**config.mk**
```make
export PLATFORM = sky130hd
export DESIGN_NAME = sptu_cell
export DESIGN_NICKNAME = d
export VERILOG_FILES = /design/src/hdl/sorted_priority_table_unit_defines.svh /design/src/hdl/sptu_pkg.sv /design/src/hdl/sptu_cell.sv
export SDC_FILE = /design/constraint.sdc
export NUM_CORES = 1
export LEC_CHECK = 0
export BUFFER_PORTS_ARGS = -buffer_cell sky130_fd_sc_hd__buf_2
export CAP_MARGIN = 20
export CORE_ASPECT_RATIO = 1.1
export CORE_UTILIZATION = 40
export DETAILED_ROUTE_END_ITERATION = 10
export GPL_TIMING_DRIVEN = 0
export PLACE_DENSITY = 0.72
export SETUP_SLACK_MARGIN = 0.2
export SLEW_MARGIN = 20
export SYNTH_ARGS = -nofsm -noshare
export SYNTH_HDL_FRONTEND = slang
export SYNTH_SLANG_ARGS = --single-unit
export TNS_END_PERCENT = 50
```
**constraint.sdc**
```tcl
create_clock -name clk -period 3.8 [get_ports clk]
set_clock_uncertainty 0.1 [all_clocks]
set_input_delay 0.19 -clock clk [delete_from_list [all_inputs] [get_ports clk]]
set_output_delay 0.19 -clock clk [all_outputs]
set_load 0.02 [all_outputs]
```
**src/hdl/sorted_priority_table_unit_defines.svh**
```systemverilog
// Assertion macros for the sorted priority table unit.
// Each macro expects clk and rst_n in scope.
`ifndef SORTED_PRIORITY_TABLE_UNIT_DEFINES_SVH
`define SORTED_PRIORITY_TABLE_UNIT_DEFINES_SVH

// Check a condition in every cycle outside reset.
`define SPTU_ALWAYS(lbl, cond) \
  lbl: assert property (@(posedge clk) disable iff (!rst_n) (cond)) \
    else $error("sorted priority table: invariant violated");

// Check that a trigger in one cycle is followed by a condition in the next.
`define SPTU_NEXT(lbl, trig, cond) \
  lbl: assert property (@(posedge clk) disable iff (!rst_n) (trig) |=> (cond)) \
    else $error("sorted priority table: sequence violated");

`endif

```
**src/hdl/sptu_pkg.sv**
```systemverilog
package sptu_pkg;

  localparam int KEY_W      = 16;
  localparam int TAG_W      = 8;
  localparam int RANK_W     = 6;
  localparam int CNT_OUT_W  = 7;
  localparam int CAPACITY_D = 64;

  localparam logic ACT_ADMIT = 1'b0;
  localparam logic ACT_READ  = 1'b1;

  typedef enum logic [1:0] {
    ST_OK    = 2'd0,
    ST_FULL  = 2'd1,
    ST_RANGE = 2'd2
  } status_t;

  typedef struct packed {
    logic [KEY_W-1:0] key;
    logic [TAG_W-1:0] tag;
  } entry_t;

  // Broadcast control from the sequencer to every cell
  typedef struct packed {
    logic   ins;
    logic   load;
    logic   shift;
    entry_t ent;
  } cell_ctrl_t;

  typedef struct packed {
    status_t              status;
    logic [TAG_W-1:0]     tag;
    logic [KEY_W-1:0]     health;
    logic [CNT_OUT_W-1:0] cnt;
  } res_t;

endpackage

```
**src/hdl/sptu_cell.sv**
```systemverilog
module sptu_cell (
  input  logic                  clk,
  input  sptu_pkg::cell_ctrl_t  ctrl,
  input  logic                  occ,
  input  logic                  gt_prev,
  input  sptu_pkg::entry_t      prev_ent,
  input  sptu_pkg::entry_t      rsp_next,
  output sptu_pkg::entry_t      ent_o,
  output logic                  gt_o,
  output sptu_pkg::entry_t      rsp_o
);

  sptu_pkg::entry_t ent_r, ent_nxt;
  sptu_pkg::entry_t rsp_r, rsp_nxt;

  // An empty cell counts as holding a larger key
  assign gt_o = !occ || (ent_r.key > ctrl.ent.key);

  // Take the neighbour's entry, take the new entry, or hold
  always_comb begin
    ent_nxt = ent_r;
    if (ctrl.ins) begin
      if (gt_prev) begin
        ent_nxt = prev_ent;
      end else if (gt_o) begin
        ent_nxt = ctrl.ent;
      end
    end
  end

  // Load the read line in parallel, then advance it towards cell zero
  always_comb begin
    rsp_nxt = rsp_r;
    if (ctrl.load) begin
      rsp_nxt = ent_r;
    end else if (ctrl.shift) begin
      rsp_nxt = rsp_next;
    end
  end

  always_ff @(posedge clk) begin
    ent_r <= ent_nxt;
    rsp_r <= rsp_nxt;
  end

  assign ent_o = ent_r;
  assign rsp_o = rsp_r;

endmodule

```
== Yosys cells after proc, flatten, opt, wreduce, memory -nomap -nowiden ==
Index checks and enable logic that the tools add are counted.

* Bits in registers: 48
* Input port bits: 78
* Output and inout bits: 49
* Word-level logic and storage cells: 14

* Order comparisons: 1
* Multiplexer cells: 4
* Reduce and logical (&&, ||, !) cells: 5

{| class="wikitable"
|+ Operators with widths
! cell !! number
|-
| 24-bit 2-to-1 mux || 4
|-
| 16-bit greater-than comparator || 1
|-
| 2-bit nonzero test || 2
|-
| 2-bit AND reduction || 1
|-
| 1-bit logical NOT || 1
|-
| 1-bit logical OR || 1
|}

== Depth between registers and ports, before layout ==
* Depth after elaboration: 4
* Depth in mapped cells: 7
* Depth with buffers taken out: 7

== Worst setup path after synthesis ==
Ideal clock, no wire load.

* Path kind: register to register
* Start point: reg ent_r, in the netlist ent_o[23]
* End point: reg ent_r, in the netlist ent_o[0], enable pin
* Setup time: 0.384 ns
* Arrival time: 2.161 ns
* Data required time: 3.316 ns
* Setup slack: 1.155 ns
* Cell stages (with the launch flop): 7
* Buffers on the path: 0
* Clock period less this slack: 2.645 ns
* Cell sequence: edfxtp_1 > ha_1 > nand4_1 > nor3_2 > a21boi_1 > o31a_1 > o31a_1

* Word-level cells in the longest chain between the ends: 4

{| class="wikitable"
|+ Ends and longest elaborated chain
! item !! RTL line !! RTL
|-
| start, declared || sptu_cell.sv:13 || <nowiki>sptu_pkg::entry_t ent_r, ent_nxt;</nowiki>
|-
| start signal, assigned || sptu_cell.sv:42 || <nowiki>ent_r <= ent_nxt;</nowiki>
|-
| 16-bit greater-than comparator || sptu_cell.sv:17 || <nowiki>assign gt_o = !occ || (ent_r.key > ctrl.ent.key);</nowiki>
|-
| 1-bit logical OR || sptu_cell.sv:17 ||
|-
| 2-bit nonzero test (no line) || - ||
|-
| 2-bit AND reduction (no line) || - ||
|}

Every way passes these cells.
A chain may end at the register's enable or synchronous reset.

== Final worst setup path ==
* Start point: reg ent_r, in the netlist ent_o[23]
* End point: reg ent_r, in the netlist ent_o[16], enable pin

Same word-level chain as after synthesis.

==> results summary <==
The run finished with clean final reports. The warning count from the yosys run came out at 0. The highest clock frequency the design can meet is 0.3758 GHz. Max-cap violations in this run came to 0. The largest fanout of any net on the critical path came out at 24. The depth of the most critical reg-to-reg path is 6. The floorplan step defined a core boundary enclosing roughly 5800 µm². The critical path start-end classification is reg2reg. Power spread over the standard cell area amounts to roughly 400 nW/µm².

The internal portion of the total power is approximately 950 µW. The buffer cell driving the clock tree root is sky130_fd_sc_hd__clkbuf_8. The most common library cell in the layout ignoring fill and taps is sky130_fd_sc_hd__buf_2.

At the worst endpoint, the required time is around 3.6 ns. The net switching fraction of the power is a little over a quarter. The depth of the CTS H-tree is 2. Across all register-to-register paths, the minimum setup slack is 1.14 ns. The cell area after synthesis is 2410 µm². Using the TritonRoute via totals, the vias-per-cell ratio works out to roughly 4.8.

In the final layout, the multi-input gates occupy about 870 µm². The net switching power is between 300 and 400 µW. The congestion estimate from routability-driven global placement came to approximately 0.7. The final-report max-slew violation count is 0. The logic depth of the worst path, buffers included came out at 6. The total power consumption of the routed design is between 1 and 1.5 mW.

The clock insertion delay at the later pin of the skew report came out at approximately 0.30 ns. The number of nets produced by synthesis is between 200 and 300. The worst relative slew slack is 55.25%. The average footprint of a synthesized cell came out at between 10 and 15 µm². The number of buffer and inverter instances along the worst setup path came out at 0. The number of fill cells in the layout came out at about 510.

The starting utilization of the core area came out at between 40% and 50%. The count of state elements after synthesis is 48. The power share of the sequential group came out at around half. From synthesis to final layout, the design area changed by 34.42%. TritonCTS built the clock tree. STA classifies the critical path endpoint as a flop. The clock sink count is 48. The worst-path cell with the longest stage delay is sky130_fd_sc_hd__o31a_2. The final worst-path cycle share is a little over two thirds. In this run the count of I/O pins placed on the die edge is about 130. In the final routed layout, each cell accounts on average for about 14 µm. The post-route minimum period came out at 2.661 ns. Synthesis produced between 150 and 200 cells. The critical path goes through ha_1, nand4_1, nor3_2, a21boi_1, o31a_1, o31a_2. The floorplan die height is around 83 µm. The final-report setup violation count came out at 0.

The clock-pin slew of the registers on the worst-case setup and hold paths came out at about 0.090 ns. The sum of net half-perimeters after detailed placement came out at approximately 4100 µm. On the worst path, the slowest cell contributes a delay of 0.58 ns. The number of endpoints with negative hold slack in the final report came out at 0. The sequential cell area came out at 1441 µm². The data arrival at the endpoint of the critical path came out at about 2.5 ns. The width of the chip came out at ~76 µm. The slew at the pin closest to its max-slew limit came out at ~0.67 ns.

The wire length of the first global-routing pass is ~9000 µm. The final route contains 1852 vias. Along the worst hold path, the cell count comes to 3. The library cells used most frequently in the layout, excluding fill and tap cells, are sky130_fd_sc_hd__buf_2 (128), sky130_fd_sc_hd__edfxtp_1 (48), sky130_fd_sc_hd__mux2_2 (33). The number of buffers inserted to repair setup after CTS came out at 0. TritonCTS created 5 clock buffers.

The combinational fraction of design power is 19.9%. The total routed wirelength came out at ~5500 µm. The path class of the tightest hold or removal check is in2reg.

The count of input and output buffers is roughly 120. Grouping stages by cell kind, the critical path spends the most delay in compound AO/OA/AOI/OAI gates. The count of standard-cell rows came out at 29.

The global route total overflow is 0. The DRC marker count from the first detailed-route iteration came out at between 50 and 60. The clock share of power came out at approximately 29%. Of the synthesized area, sequential elements account for 59.81%. In this run, post-CTS repair resized a total of 0 instances. Setup repair after global routing left no endpoint under its margin. The first detailed-routing pass ran for 4 iterations.

After clock tree synthesis, the flow added hold-fix buffers numbering 0. In the final timing run, aggregate negative setup slack is 0 ns. The worst setup path is launched from a flop. The via count of the first global-routing pass came to just under 2000. Entering global routing, the biggest net connects 25 pins. In the final design database the tool counted around 400 nets. The number of antenna repair diodes came out at 0.

The unique cell type count in the Yosys netlist is 23. The number of antenna violations at the first check in global routing is 0. The overall die area is 6339 µm². The share of layout cells above drive strength 1 is a little under three fifths. The number of buffers on the longest clock path came out at 2.

The total leakage power came out at 1.488 nW. The post-detailed-route count of antenna-violating nets came out at 0. The total routing resource utilization after global routing is 18.36%.

The final core utilization is approximately 56%. The maximum vdd drop is around 0.00021 V. The number of DRC violations after detailed routing is 0.
worst paths after layout:
path                 from   endpoint
min          prev_ent[15]  ent_o[15]
max reg2reg     ent_o[23]  ent_o[16]
min reg2reg      ent_o[2]   rsp_o[2]
max             ent_o[23]  ent_o[16]
worst register-to-register path, delay by kind of cell, from the launching register on:
kind	cells	cell delay (ns)
AOI/OAI and AO/OA	3	0.94
and+or+nand+nor	2	0.49
DFF	1	0.43
adders and majority gates	1	0.34
routing by layer:
metal,up-vias,part of all wire [%],wire (µm),global-route usage (%)
met1,850,43,2406,21.75
met4,0,1.1,61,6.119
met2,84,50,2775,32.23
met5,-,0,0,0
met3,6,5.4,302,4.835
li1,912,-,-,-
power by group through the flow:
stage                     clock [mW]  sequential, mW  combinational [mW]
final                          0.374           0.658               0.257
after global routing           0.396           0.663               0.283
after CTS                      0.382           0.658               0.260
after detailed placement           0           0.670               0.259
after global placement             0           0.668               0.255
after floorplan                    0           0.726              0.0979
registers in the layout, indices dropped and copies added, names as in the netlist:
signal / count
ent_o: 24
rsp_o: 24
layout make-up:
class,count,area share [%]
multi-input combinational,105,27.00
sequential,48,44.50
clock inverter,3,1.313
inverter,17,1.970
buffer,7,0.9656
clock buffer,5,2.124
tap,77,2.974
timing repair buffer,124,19.16
kinds of logic (layout without fill, tap and decap cells):
kind of cell | after synthesis | after routing | share of synthesized area [%]
simple gates | 27 | 27 | 5.452
buf+inv | 24 | 156 | 3.946
mux | 33 | 33 | 15.42
flops | 48 | 48 | 59.81
compound gates | 29 | 29 | 7.062
fa+ha+maj | 16 | 16 | 8.307
Yosys cell counts:
cell type | count | area [µm²]
sky130_fd_sc_hd__edfxtp_1 | 48 | 1441
sky130_fd_sc_hd__mux2_2 | 33 | 371.6
sky130_fd_sc_hd__inv_1 | 17 | 63.81
sky130_fd_sc_hd__nand2_1 | 17 | 63.81
sky130_fd_sc_hd__ha_1 | 16 | 200.2
sky130_fd_sc_hd__o21ai_0 | 15 | 75.07
sky130_fd_sc_hd__a21oi_1 | 6 | 30.03
sky130_fd_sc_hd__buf_2 | 4 | 20.02
sky130_fd_sc_hd__nand4_1 | 4 | 25.02
sky130_fd_sc_hd__clkbuf_1 | 3 | 11.26
sky130_fd_sc_hd__o31a_1 | 2 | 17.52
sky130_fd_sc_hd__a211oi_1 | 1 | 7.510
sky130_fd_sc_hd__a21boi_1 | 1 | 7.510
sky130_fd_sc_hd__a21o_1 | 1 | 7.510
sky130_fd_sc_hd__and2_1 | 1 | 6.260
sky130_fd_sc_hd__nand2b_1 | 1 | 6.260
sky130_fd_sc_hd__nand3_1 | 1 | 5.000
sky130_fd_sc_hd__nor2b_2 | 1 | 8.760
sky130_fd_sc_hd__nor3_2 | 1 | 10.01
sky130_fd_sc_hd__o21a_1 | 1 | 7.510
sky130_fd_sc_hd__o21ai_2 | 1 | 8.760
sky130_fd_sc_hd__o221ai_1 | 1 | 8.760
sky130_fd_sc_hd__or2_2 | 1 | 6.260
stage by stage:
stage / hold slack, ns / instance area (µm²) / worst slack, ns / cells
after global routing: 0.06658 / 3239 / 0.9276 / 386
after CTS: 0.05786 / 3239 / 1.076 / 386
after detailed placement: 0.3757 / 3128 / 1.090 / 378
final: 0.06604 / 3239 / 1.139 / 386
after global placement: 0.3685 / 3127 / 0.6903 / 378
after floorplan: 0.2771 / 2410 / 1.155 / 177
Note: power is estimated with default switching activity, not from simulation.
